$ cat src/rtl/core/bole_pkg.sv
`default_nettype none

package bole_pkg;

  localparam int REQ_W  = 3;
  localparam int VAL_W  = 32;
  localparam int POS_W  = 4;
  localparam int STAT_W = 2;

  typedef enum logic [REQ_W-1:0] {
    REQ_INS_FRONT = 3'd0,
    REQ_INS_BACK  = 3'd1,
    REQ_INS_AT    = 3'd2,
    REQ_DEL_FRONT = 3'd3,
    REQ_DEL_BACK  = 3'd4,
    REQ_DEL_AT    = 3'd5,
    REQ_RD_FWD    = 3'd6,
    REQ_RD_BACK   = 3'd7
  } req_t;

  typedef enum logic [STAT_W-1:0] {
    ST_OK      = 2'd0,
    ST_BAD_POS = 2'd1,
    ST_EMPTY   = 2'd2,
    ST_FULL    = 2'd3
  } status_t;

  typedef struct packed {
    logic    load;
    logic    setup;
    logic    step_move;
    logic    step_emit;
    logic    put;
    logic    dec_occ;
    logic    resp;
    status_t resp_status;
  } dp_cmd_t;

  typedef struct packed {
    req_t req;
    logic ins;
    logic full;
    logic empty;
    logic pos_bad;
    logic at_end;
    logic ptr_last;
  } dp_stat_t;

endpackage

`default_nettype wire

$ cat src/rtl/core/bole_ctrl.sv
`default_nettype none

module bole_ctrl (
  input  wire logic               clk,
  input  wire logic               rst_n,
  input  wire logic               start,
  input  wire bole_pkg::dp_stat_t stat,
  output logic                    busy,
  output bole_pkg::dp_cmd_t       cmd
);

  import bole_pkg::*;

  typedef enum logic [2:0] {
    S_IDLE,
    S_CHECK,
    S_SHIFT,
    S_DRAIN,
    S_PUT,
    S_FIN_DEL,
    S_READ
  } state_t;

  state_t state_r;
  state_t state_nxt;

  always_ff @(posedge clk) begin
    if (!rst_n) begin
      state_r <= S_IDLE;
    end else begin
      state_r <= state_nxt;
    end
  end

  assign busy = (state_r != S_IDLE);

  always_comb begin
    cmd             = '0;
    cmd.resp_status = ST_OK;
    state_nxt       = state_r;
    unique case (state_r)
      S_IDLE: begin
        if (start) begin
          cmd.load  = 1'b1;
          state_nxt = S_CHECK;
        end
      end
      S_CHECK: begin
        cmd.setup = 1'b1;
        unique case (stat.req) inside
          REQ_INS_FRONT, REQ_INS_BACK, REQ_INS_AT: begin
            if (stat.full) begin
              cmd.resp        = 1'b1;
              cmd.resp_status = ST_FULL;
              state_nxt       = S_IDLE;
            end else if (stat.pos_bad) begin
              cmd.resp        = 1'b1;
              cmd.resp_status = ST_BAD_POS;
              state_nxt       = S_IDLE;
            end else if (stat.at_end) begin
              state_nxt = S_PUT;
            end else begin
              state_nxt = S_SHIFT;
            end
          end
          REQ_DEL_FRONT, REQ_DEL_BACK, REQ_DEL_AT: begin
            if (stat.empty) begin
              cmd.resp        = 1'b1;
              cmd.resp_status = ST_EMPTY;
              state_nxt       = S_IDLE;
            end else if (stat.pos_bad) begin
              cmd.resp        = 1'b1;
              cmd.resp_status = ST_BAD_POS;
              state_nxt       = S_IDLE;
            end else if (stat.at_end) begin
              state_nxt = S_FIN_DEL;
            end else begin
              state_nxt = S_SHIFT;
            end
          end
          default: begin
            if (stat.empty) begin
              cmd.resp        = 1'b1;
              cmd.resp_status = ST_EMPTY;
              state_nxt       = S_IDLE;
            end else begin
              state_nxt = S_READ;
            end
          end
        endcase
      end
      S_SHIFT: begin
        cmd.step_move = 1'b1;
        if (stat.ptr_last) begin
          state_nxt = stat.ins ? S_DRAIN : S_FIN_DEL;
        end
      end
      S_DRAIN: begin
        state_nxt = S_PUT;
      end
      S_PUT: begin
        cmd.put   = 1'b1;
        cmd.resp  = 1'b1;
        state_nxt = S_IDLE;
      end
      S_FIN_DEL: begin
        cmd.dec_occ = 1'b1;
        cmd.resp    = 1'b1;
        state_nxt   = S_IDLE;
      end
      S_READ: begin
        cmd.step_emit = 1'b1;
        if (stat.ptr_last) begin
          state_nxt = S_IDLE;
        end
      end
      default: begin
        state_nxt = S_IDLE;
      end
    endcase
  end

endmodule

`default_nettype wire

$ cat src/rtl/core/bole_dp.sv
`default_nettype none

module bole_dp #(
  parameter int CAPACITY   = 16,
  parameter int DATA_WIDTH = 32
) (
  input  wire logic                               clk,
  input  wire logic                               rst_n,
  input  wire bole_pkg::dp_cmd_t                  cmd,
  input  wire logic [bole_pkg::REQ_W-1:0]         in_req_type,
  input  wire logic signed [bole_pkg::VAL_W-1:0]  in_value,
  input  wire logic [bole_pkg::POS_W-1:0]         in_position,
  output bole_pkg::dp_stat_t                      stat,
  output logic                                    out_valid,
  output logic [bole_pkg::STAT_W-1:0]             out_status,
  output logic signed [bole_pkg::VAL_W-1:0]       out_elem_value,
  output logic [$clog2(CAPACITY+1)-1:0]           out_count,
  output logic                                    out_last
);

  import bole_pkg::*;

  localparam int ADDR_W = $clog2(CAPACITY);
  localparam int CNT_W  = $clog2(CAPACITY + 1);
  localparam int CMP_W  = (CNT_W > POS_W) ? CNT_W : POS_W;

  logic [DATA_WIDTH-1:0] mem [CAPACITY];

  req_t                  req_r;
  logic [DATA_WIDTH-1:0] val_r;
  logic [DATA_WIDTH-1:0] val_c;
  logic [POS_W-1:0]      pos_r;

  logic [CNT_W-1:0]      occ_r;
  logic [CNT_W-1:0]      occ_nxt;
  logic [CNT_W-1:0]      occ_dec;
  logic [CMP_W-1:0]      occ_ext;
  logic [CMP_W-1:0]      pos_ext;
  logic [CMP_W-1:0]      ins_at_c;
  logic [CMP_W-1:0]      del_at_c;
  logic [CMP_W-1:0]      at_c;

  logic [ADDR_W-1:0]     occ_m1;
  logic [ADDR_W-1:0]     at_r;
  logic [ADDR_W-1:0]     ptr_r;
  logic [ADDR_W-1:0]     stop_r;
  logic [ADDR_W-1:0]     ptr_start;
  logic [ADDR_W-1:0]     ptr_stop;
  logic [ADDR_W-1:0]     mv_addr_r;
  logic [ADDR_W-1:0]     wr_addr;

  logic                  is_ins;
  logic                  is_del;
  logic                  dir_up;
  logic                  mv_vld_r;
  logic                  rd_en;
  logic                  wr_en;
  logic [DATA_WIDTH-1:0] wr_data;
  logic [DATA_WIDTH-1:0] rd_data_r;
  logic [VAL_W-1:0]      rd_ext;

  logic                  out_vld_r;
  status_t               out_status_r;
  logic [CNT_W-1:0]      out_count_r;
  logic                  out_last_r;
  logic                  out_rd_r;

  generate
    if (DATA_WIDTH > VAL_W) begin : g_wide
      assign val_c  = {{(DATA_WIDTH-VAL_W){1'b0}}, in_value};
      assign rd_ext = rd_data_r[VAL_W-1:0];
    end else if (DATA_WIDTH == VAL_W) begin : g_same
      assign val_c  = in_value;
      assign rd_ext = rd_data_r;
    end else begin : g_narrow
      assign val_c  = in_value[DATA_WIDTH-1:0];
      assign rd_ext = {{(VAL_W-DATA_WIDTH){rd_data_r[DATA_WIDTH-1]}}, rd_data_r};
    end
  endgenerate

  assign occ_ext = CMP_W'(occ_r);
  assign pos_ext = CMP_W'(pos_r);
  assign occ_dec = occ_r - CNT_W'(1);
  assign occ_m1  = occ_dec[ADDR_W-1:0];

  assign is_ins = (req_r == REQ_INS_FRONT) || (req_r == REQ_INS_BACK) ||
                  (req_r == REQ_INS_AT);
  assign is_del = (req_r == REQ_DEL_FRONT) || (req_r == REQ_DEL_BACK) ||
                  (req_r == REQ_DEL_AT);
  assign dir_up = is_del || (req_r == REQ_RD_FWD);

  always_comb begin
    case (req_r)
      REQ_INS_FRONT: ins_at_c = '0;
      REQ_INS_BACK:  ins_at_c = occ_ext;
      default:       ins_at_c = pos_ext;
    endcase
    case (req_r)
      REQ_DEL_FRONT: del_at_c = '0;
      REQ_DEL_BACK:  del_at_c = occ_ext - CMP_W'(1);
      default:       del_at_c = pos_ext;
    endcase
  end

  assign at_c = is_ins ? ins_at_c : del_at_c;

  always_comb begin
    case (req_r) inside
      REQ_INS_FRONT, REQ_INS_BACK, REQ_INS_AT: begin
        ptr_start = occ_m1;
        ptr_stop  = at_c[ADDR_W-1:0];
      end
      REQ_DEL_FRONT, REQ_DEL_BACK, REQ_DEL_AT: begin
        ptr_start = at_c[ADDR_W-1:0] + ADDR_W'(1);
        ptr_stop  = occ_m1;
      end
      REQ_RD_FWD: begin
        ptr_start = '0;
        ptr_stop  = occ_m1;
      end
      default: begin
        ptr_start = occ_m1;
        ptr_stop  = '0;
      end
    endcase
  end

  assign stat.req      = req_r;
  assign stat.ins      = is_ins;
  assign stat.full     = (occ_r == CNT_W'(CAPACITY));
  assign stat.empty    = (occ_r == '0);
  assign stat.pos_bad  = is_ins ? (ins_at_c > occ_ext) : (del_at_c >= occ_ext);
  assign stat.at_end   = is_ins ? (ins_at_c == occ_ext) :
                                  (del_at_c == (occ_ext - CMP_W'(1)));
  assign stat.ptr_last = (ptr_r == stop_r);

  always_comb begin
    if (cmd.put) begin
      occ_nxt = occ_r + CNT_W'(1);
    end else if (cmd.dec_occ) begin
      occ_nxt = occ_dec;
    end else begin
      occ_nxt = occ_r;
    end
  end

  assign rd_en   = cmd.step_move | cmd.step_emit;
  assign wr_en   = mv_vld_r | cmd.put;
  assign wr_addr = cmd.put ? at_r : mv_addr_r;
  assign wr_data = cmd.put ? val_r : rd_data_r;

  always_ff @(posedge clk) begin
    if (wr_en) begin
      mem[wr_addr] <= wr_data;
    end
    if (rd_en) begin
      rd_data_r <= mem[ptr_r];
    end
  end

  always_ff @(posedge clk) begin
    if (!rst_n) begin
      occ_r     <= '0;
      mv_vld_r  <= 1'b0;
      out_vld_r <= 1'b0;
    end else begin
      occ_r     <= occ_nxt;
      mv_vld_r  <= cmd.step_move;
      out_vld_r <= cmd.step_emit | cmd.resp;
    end
  end

  always_ff @(posedge clk) begin
    if (cmd.load) begin
      req_r <= req_t'(in_req_type);
      val_r <= val_c;
      pos_r <= in_position;
    end
    if (cmd.setup) begin
      at_r   <= at_c[ADDR_W-1:0];
      ptr_r  <= ptr_start;
      stop_r <= ptr_stop;
    end else if (rd_en) begin
      ptr_r <= dir_up ? (ptr_r + ADDR_W'(1)) : (ptr_r - ADDR_W'(1));
    end
    if (cmd.step_move) begin
      mv_addr_r <= dir_up ? (ptr_r - ADDR_W'(1)) : (ptr_r + ADDR_W'(1));
    end
    if (cmd.step_emit) begin
      out_status_r <= ST_OK;
      out_count_r  <= occ_r;
      out_last_r   <= stat.ptr_last;
      out_rd_r     <= 1'b1;
    end else if (cmd.resp) begin
      out_status_r <= cmd.resp_status;
      out_count_r  <= occ_nxt;
      out_last_r   <= 1'b1;
      out_rd_r     <= 1'b0;
    end
  end

  assign out_valid      = out_vld_r;
  assign out_status     = out_status_r;
  assign out_elem_value = out_rd_r ? rd_ext : '0;
  assign out_count      = out_count_r;
  assign out_last       = out_last_r;

endmodule

`default_nettype wire

$ cat src/rtl/core/bounded_ordered_list_engine_core.sv
// Insert at p of n elements: check, shift of elements n-1 down to p, drain, write (check
// then write when p equals n). Delete: check, shift of p+1 up to n-1, count update (no
// shift at the back). Read of n elements: check, then one result a cycle. busy drops as
// the last result shows, so the next transaction may be accepted then. Shift and read run
// through one memory port. rst_n (synchronous) empties the list; contents stay undefined,
// no clearing pass. Results are strobed for one cycle; the receiver cannot stall.
`default_nettype none

module bounded_ordered_list_engine_core #(
  parameter int CAPACITY   = 16,
  parameter int DATA_WIDTH = 32
) (
  input  wire logic                               clk,
  input  wire logic                               rst_n,
  input  wire logic                               start,
  output logic                                    busy,
  input  wire logic [bole_pkg::REQ_W-1:0]         in_req_type,
  input  wire logic signed [bole_pkg::VAL_W-1:0]  in_value,
  input  wire logic [bole_pkg::POS_W-1:0]         in_position,
  output logic                                    out_valid,
  output logic [bole_pkg::STAT_W-1:0]             out_status,
  output logic signed [bole_pkg::VAL_W-1:0]       out_elem_value,
  output logic [$clog2(CAPACITY+1)-1:0]           out_count,
  output logic                                    out_last
);

  import bole_pkg::*;

  dp_cmd_t  cmd;
  dp_stat_t stat;

  bole_ctrl u_ctrl (
    .clk   (clk),
    .rst_n (rst_n),
    .start (start),
    .stat  (stat),
    .busy  (busy),
    .cmd   (cmd)
  );

  bole_dp #(
    .CAPACITY   (CAPACITY),
    .DATA_WIDTH (DATA_WIDTH)
  ) u_dp (
    .clk            (clk),
    .rst_n          (rst_n),
    .cmd            (cmd),
    .in_req_type    (in_req_type),
    .in_value       (in_value),
    .in_position    (in_position),
    .stat           (stat),
    .out_valid      (out_valid),
    .out_status     (out_status),
    .out_elem_value (out_elem_value),
    .out_count      (out_count),
    .out_last       (out_last)
  );

endmodule

`default_nettype wire

$ cat config.mk
export PLATFORM = sky130hd
export DESIGN_NAME = bounded_ordered_list_engine_core
export DESIGN_NICKNAME = d
export VERILOG_FILES = /design/src/rtl/core/bole_pkg.sv /design/src/rtl/core/bole_ctrl.sv /design/src/rtl/core/bole_dp.sv /design/src/rtl/core/bounded_ordered_list_engine_core.sv
export SDC_FILE = /design/constraint.sdc
export NUM_CORES = 1
export LEC_CHECK = 0
export ABC_AREA = 1
export BUFFER_PORTS_ARGS = -buffer_cell sky130_fd_sc_hd__buf_4
export CAP_MARGIN = 20
export CELL_PAD_IN_SITES_DETAIL_PLACEMENT = 1
export CELL_PAD_IN_SITES_GLOBAL_PLACEMENT = 1
export CORE_UTILIZATION = 51
export DETAILED_ROUTE_END_ITERATION = 16
export PLACE_DENSITY = 0.76
export SYNTH_ARGS = -nofsm -noshare
export SYNTH_HDL_FRONTEND = slang
export SYNTH_HIERARCHICAL = 1
export SYNTH_SLANG_ARGS = --single-unit
$ cat constraint.sdc
create_clock -name clk -period 4.2 [get_ports clk]
set_input_delay 0.42 -clock clk [delete_from_list [all_inputs] [get_ports clk]]
set_output_delay 0.42 -clock clk [all_outputs]
set_load 0.02 [all_outputs]
# Word level (Yosys, flattened, before mapping)
# Memories as Yosys holds them, arrays and structs flattened. A register that Yosys moved wholly into a read port is not among the register bits.
# Index checks and enable logic that the tools add are counted.
[classes]
add_sub_neg = 5
order_cmp = 2
eq_ne = 19
n_mux = 53
n_bitwise = 3
n_reduce_logical = 15
[ops]
columns = ["operator", "count"]
rows = [
  ["32-bit two-way mux", 2],
  ["4-bit two-way mux", 12],
  ["3-bit two-way mux", 15],
  ["5-bit two-way mux", 4],
  ["5-bit one-hot mux with 2 select lines", 2],
  ["3-bit == test (second input constant)", 6],
  ["3-bit one-hot mux with 5 select lines", 1],
  ["1-bit two-way mux", 13],
  ["3-bit by 2-bit == test with 1-bit output (second input constant)", 4],
  ["3-bit one-hot mux with 2 select lines", 2],
  ["5-bit == test", 2],
  ["4-bit by 1-bit adder with 4-bit output (second input constant)", 2],
  ["3-bit by 1-bit == test with 1-bit output (second input constant)", 2],
  ["3-bit zero test", 2],
  ["2-bit != test (second input constant)", 3],
  ["3-bit OR reduction", 2],
  ["5-bit by 1-bit adder with 5-bit output (second input constant)", 1],
  ["5-bit == test (second input constant)", 1],
  ["5-bit greater-or-equal comparator", 1],
  ["5-bit > comparator", 1],
  ["5-bit zero test", 1],
  ["1-bit logical OR", 5],
  ["5-bit by 1-bit subtractor with 5-bit output (second input constant)", 1],
  ["4-bit == test", 1],
  ["8 further kinds", 11],
]
[word_totals]
register_bits = 74
mem_bits_rw = 512
out_inout_bits = 42
elab_cells = 113
memories = 1
[mem_list]
columns = ["name", "depth", "width", "rd", "rd_ports_with_merged_regs", "wr", "line_no", "source"]
rows = [
  ["u_dp.mem", 16, 32, 1, 1, 1, "bole_dp.sv:27", "logic [DATA_WIDTH-1:0] mem [CAPACITY];"],
]

# Logic depth before layout (Yosys ltp)
[logic_depth]
ltp_word = 10
ltp_mapped = 24

# Cells and area by module
# The synthesis kept the hierarchy.
[modules_own_cells]
columns = ["mod", "instances", "cells_per_inst", "area_each_um2"]
rows = [
  ["bole_dp", 1, 1903, 24752.5],
  ["bole_ctrl", 1, 60, 325.3],
]

# Worst setup path before layout
# OpenSTA, ideal clock, no wires.
[synth_path]
path_type = "register to register"
from = "register u_ctrl.state_r[2]"
to = "memory u_dp.mem[13][0], enable pin"
arrival_time_ps = 2914
t_required_ps = 3779
setup_slack_ps = 865
stages_incl_launch_ff = 13
synth_period_minus_slack_ps = 3335
path_cell_list = "dfxtp_1 inv_1 nor2_1 inv_1 nor2_1 buf_2 inv_2 or2_2 o21ai_0 inv_1 nor2_1 nand2_1 nor2_1"
[synth_rtl]
columns = ["element", "line_no", "source"]
rows = [
  ["start: declaration", "bole_ctrl.sv:24", "state_t state_r;"],
  ["start signal: assignment", "bole_ctrl.sv:31", "state_r <= state_nxt;"],
  ["end: declaration", "bole_dp.sv:27", ""],
]

==> metrics.md <==
| Metric | Value |
|---|---|
| Post-Place Cells | ~2.6k |
| Non-Filler Instances | about 2.8k |
| Met3 Wirelength | 3830 um |
| Initial Util | 52.1% |
| WP data required | 4.48 ns |
| Hold path cells | 3 |
| Synth Instances | about 2k |
| Worst Path Max Fanout | 8 |
| Routed wire length | roughly 71000 um |
| Max Root-Sink Buffers | 3 |
| DP Wirelength | 40000 um |
| Maximum clock frequency | 273 MHz |
| Share of layout cells above drive strength 1 | a little under an eighth |
| Grt ovf | 0 |
| Net Count, Synth | 2020 |
| DRT Pass-1 Iters | 5 |
| GRT Resource Usage Total | around 29% |
| Area of the multi-input gates | between 5000 and 6000 um^2 |
| Largest net degree at the start of global routing | 150 |
| Average vias per placed instance | roughly 6.0 |
| Crit path DAT | a little under 4 ns |
| Post-synth EDFFs | between 600 and 700 |
| CP startpoint | u_dp/occ_ext[0] |
| Ys Warns | 6 |
| Routability cong. | between 0.8 and 0.9 |
| Min cycle time layout | 3.66 ns |
| Hold Path Sink | u_dp/occ_ext[1] |
| Min-delay src | rst_n |
| I/O pin count | 84 |
| CP Capture Type | flop |
| Residual DRC | 0 |
| Layout Utilization | ~60% |
| Slew Limit Headroom | 27.9% |
| Rows | 80 |
| Initial antenna violation count | 0 |
| Top sig layer | met4 |
| # setup viols final | 0 |
| Port Buf Inserts | 83 |
| CTS Buf Count | 67 |
| Final Hold Fails | 0 |
| Hold/Removal Path Class | input pin to flop |
| CTS tree | yes |
| Count of cell types in the netlist | between 40 and 50 |
| Register bit total from synthesis | 618 |
| Die X | about 220 um |
| Syn Area/Cell | 12.8 um^2 |
| Iter 0 DRT Violations | roughly 1.6k |
| Vias in the first global route | about 18k |
| Clock slew at reported path FFs | 0.06 ns |
| R2R Path Start | u_dp/occ_ext[0] |
| Synth async-reset ratio | 0% |
| Final Max Slew Viols | 0 |
| Mapped Area | ~25000 um^2 |
| Peak VDD IR | 0.276 mV |
| First-pass GRT wire length | roughly 110000 um |
| DR WL/cell | 25.7 um |
| Die Span Y | approximately 220 um |
| Clk_lat worst skew | 0.60 ns |
| # diodes | 0 |
| Area grow syn2layout | 15.9% |
| Placeable Area | approximately 48000 um^2 |
| Die Area | 50100 um^2 |
| Pwr dens | between 500 and 600 nW/um^2 |
| CTS root buf | clkbuf_16 |
| Met1 wire length | roughly 28000 um |
| Max Cap Violations | 0 |
| Fillcell total | 4673 |
| Status | finished clean |
| CTS sink count | between 600 and 700 |
| RSZ-0062 raised after global routing | false |
| H-tree depth | 3 |
| Worst Setup Start Kind | flop |
| Setup CP Type | flop to flop |
| Reg2Reg Depth | 18 |
| Final Skew | between 0.02 and 0.025 ns |
| Setup TNS | 0 ns |
| Flop2flop setup slack | ~0.54 ns |
| Nets | ~2.1k |
| Tightest Pin Transition | approximately 1.1 ns |
| Commonest register cell after synthesis | edfxtp_1 |
| Seq/Total Area, Yosys | 73.5% |
| Lkg Pwr | between 0.01 and 0.015 uW |
| Met2 WL | 36500 um |
| Fin crit share | between 80% and 90% |
| DR vias | 16.6k |
| Final ANT Viol Nets | 0 |
| Register Area | around 18000 um^2 |
| Crit Reg-Reg Endpoint | u_dp/out_count[4] |
## through the flow
stage	setup WS (ns)	instance area, um^2	total power [uW]	hold slack (ns)
6_report	0.543	29100	15500	0.113
5_1_grt	0.239	29100	16000	0.113
4_1_cts	0.549	29000	15500	0.0933
3_5_place_dp	0.651	26600	9820	0.520
3_3_place_gp	0.764	26600	9650	0.514
2_1_floorplan	0.865	25100	8930	0.458
## cell families (layout without fill, tap and decap cells)
logic type / after synthesis / count (layout) / synth area share [%]
AOI/OAI and AO/OA: 476 / 476 / 11.6
DFF: 618 / 618 / 73.5
and+or+nand+nor: 629 / 629 / 9.97
adders and majority gates: 15 / 15 / 0.748
buffers and inverters: 212 / 364 / 3.68
xor gates and xnor gates: 12 / 12 / 0.524
muxes: 1 / 1 / 0.0399
## Yosys cell counts (9+ instances only)
cell        n  area, um^2
edfxtp_1  605       18200
nor2_1    301        1130
o21ai_0   280        1400
nand2_1   251         942
o221ai_1   97         850
inv_1      82         308
clkbuf_1   63         236
nand3_1    54         270
buf_2      39         195
o211ai_1   34         255
o22ai_1    33         206
ha_1       15         188
a21oi_1    13        65.1
dfxtp_1    13         260
buf_4       9        67.6
o21ai_1     9        45.0
## what timing repair did
action / in CTS / in global routing
endpoints found under the setup margin: 0 / 0
hold buffers: 39 / 0
hold endpoints to repair: 39 / 0
setup buffers: 0 / 0
resized for setup: 0 / 0
## cell usage in the layout, fill, tap and decap left out, drive strengths merged, types with 6 or more instances in the layout
master	instances
o22ai	33
nand3	54
dfxtp	13
o211ai	34
xor2	8
clkinv	27
o221ai	97
nand4	6
inv	88
edfxtp	605
dlygate4sd3	39
nand2	257
buf	119
clkbuf	87
a21oi	13
o21ai	290
nor2	301
ha	15
## flip-flops by register name (all words and copies together), names as in the netlist, 2 cells and up
| signal | count |
|---|---|
| u_dp/mem | 512 |
| u_dp/rd_data_r | 32 |
| u_dp/val_r | 32 |
| u_dp/occ_ext | 5 |
| u_dp/out_count | 5 |
| u_dp/at_r | 4 |
| u_dp/mv_addr_r | 4 |
| u_dp/pos_r | 4 |
| u_dp/ptr_r | 4 |
| u_dp/stop_r | 4 |
| u_ctrl/state_r | 3 |
| u_dp/req_r | 3 |
| u_dp/out_status | 2 |
## report_power, final
part / leakage (uW) / internal [uW] / switching, uW / total [uW]
clock: 0.00102 / 3320 / 2370 / 5690
sequential: 0.00557 / 7050 / 73.8 / 7120
combinational: 0.00348 / 742 / 1920 / 2660
## area by class of cell
type,count,area share (%)
clock buffer,87,6.32
sequential,618,63.4
inverter,89,1.19
clock inverter,30,0.840
tap,656,2.82
multi-input combinational,1133,20.2
timing repair buffer,158,5.22
## routing by layer
| layer | track usage [%] | vias to the layer above |
|---|---|---|
| met1 | 36.3 | 8518 |
| met2 | 49.9 | 569 |
| met4 | 10.9 | 0 |
| met5 | 0 | - |
| met3 | 4.97 | 132 |
| li1 | - | 7414 |
## critical path, cell delays in order, from the launching register on
cell,delay (ns)
dfxtp_1,0.54
inv_1,0.23
ha_1,0.35
inv_1,0.16
nand2_1,0.10
nand2_1,0.11
ha_1,0.23
a21oi_1,0.17
o21bai_1,0.09
a21oi_1,0.13
nor2_1,0.05
o21ai_0,0.14
nand2_1,0.14
o211ai_1,0.28
nand3_1,0.15
nand3_1,0.10
nand2_1,0.07
inv_1,0.13
nand2_1,0.19
## worst max path at each step
stage / end / slack, ns
final: u_dp/out_count[4] / 0.54
after global routing: u_dp/out_last / 0.24
after CTS: u_dp/out_last / 0.55
after detailed placement: u_dp/out_count[0] / 0.65
after global placement: u_dp/out_count[3] / 0.76
after floorplan: u_dp/mem[13][0] / 0.86
Note: power is estimated with default switching activity, not from simulation.
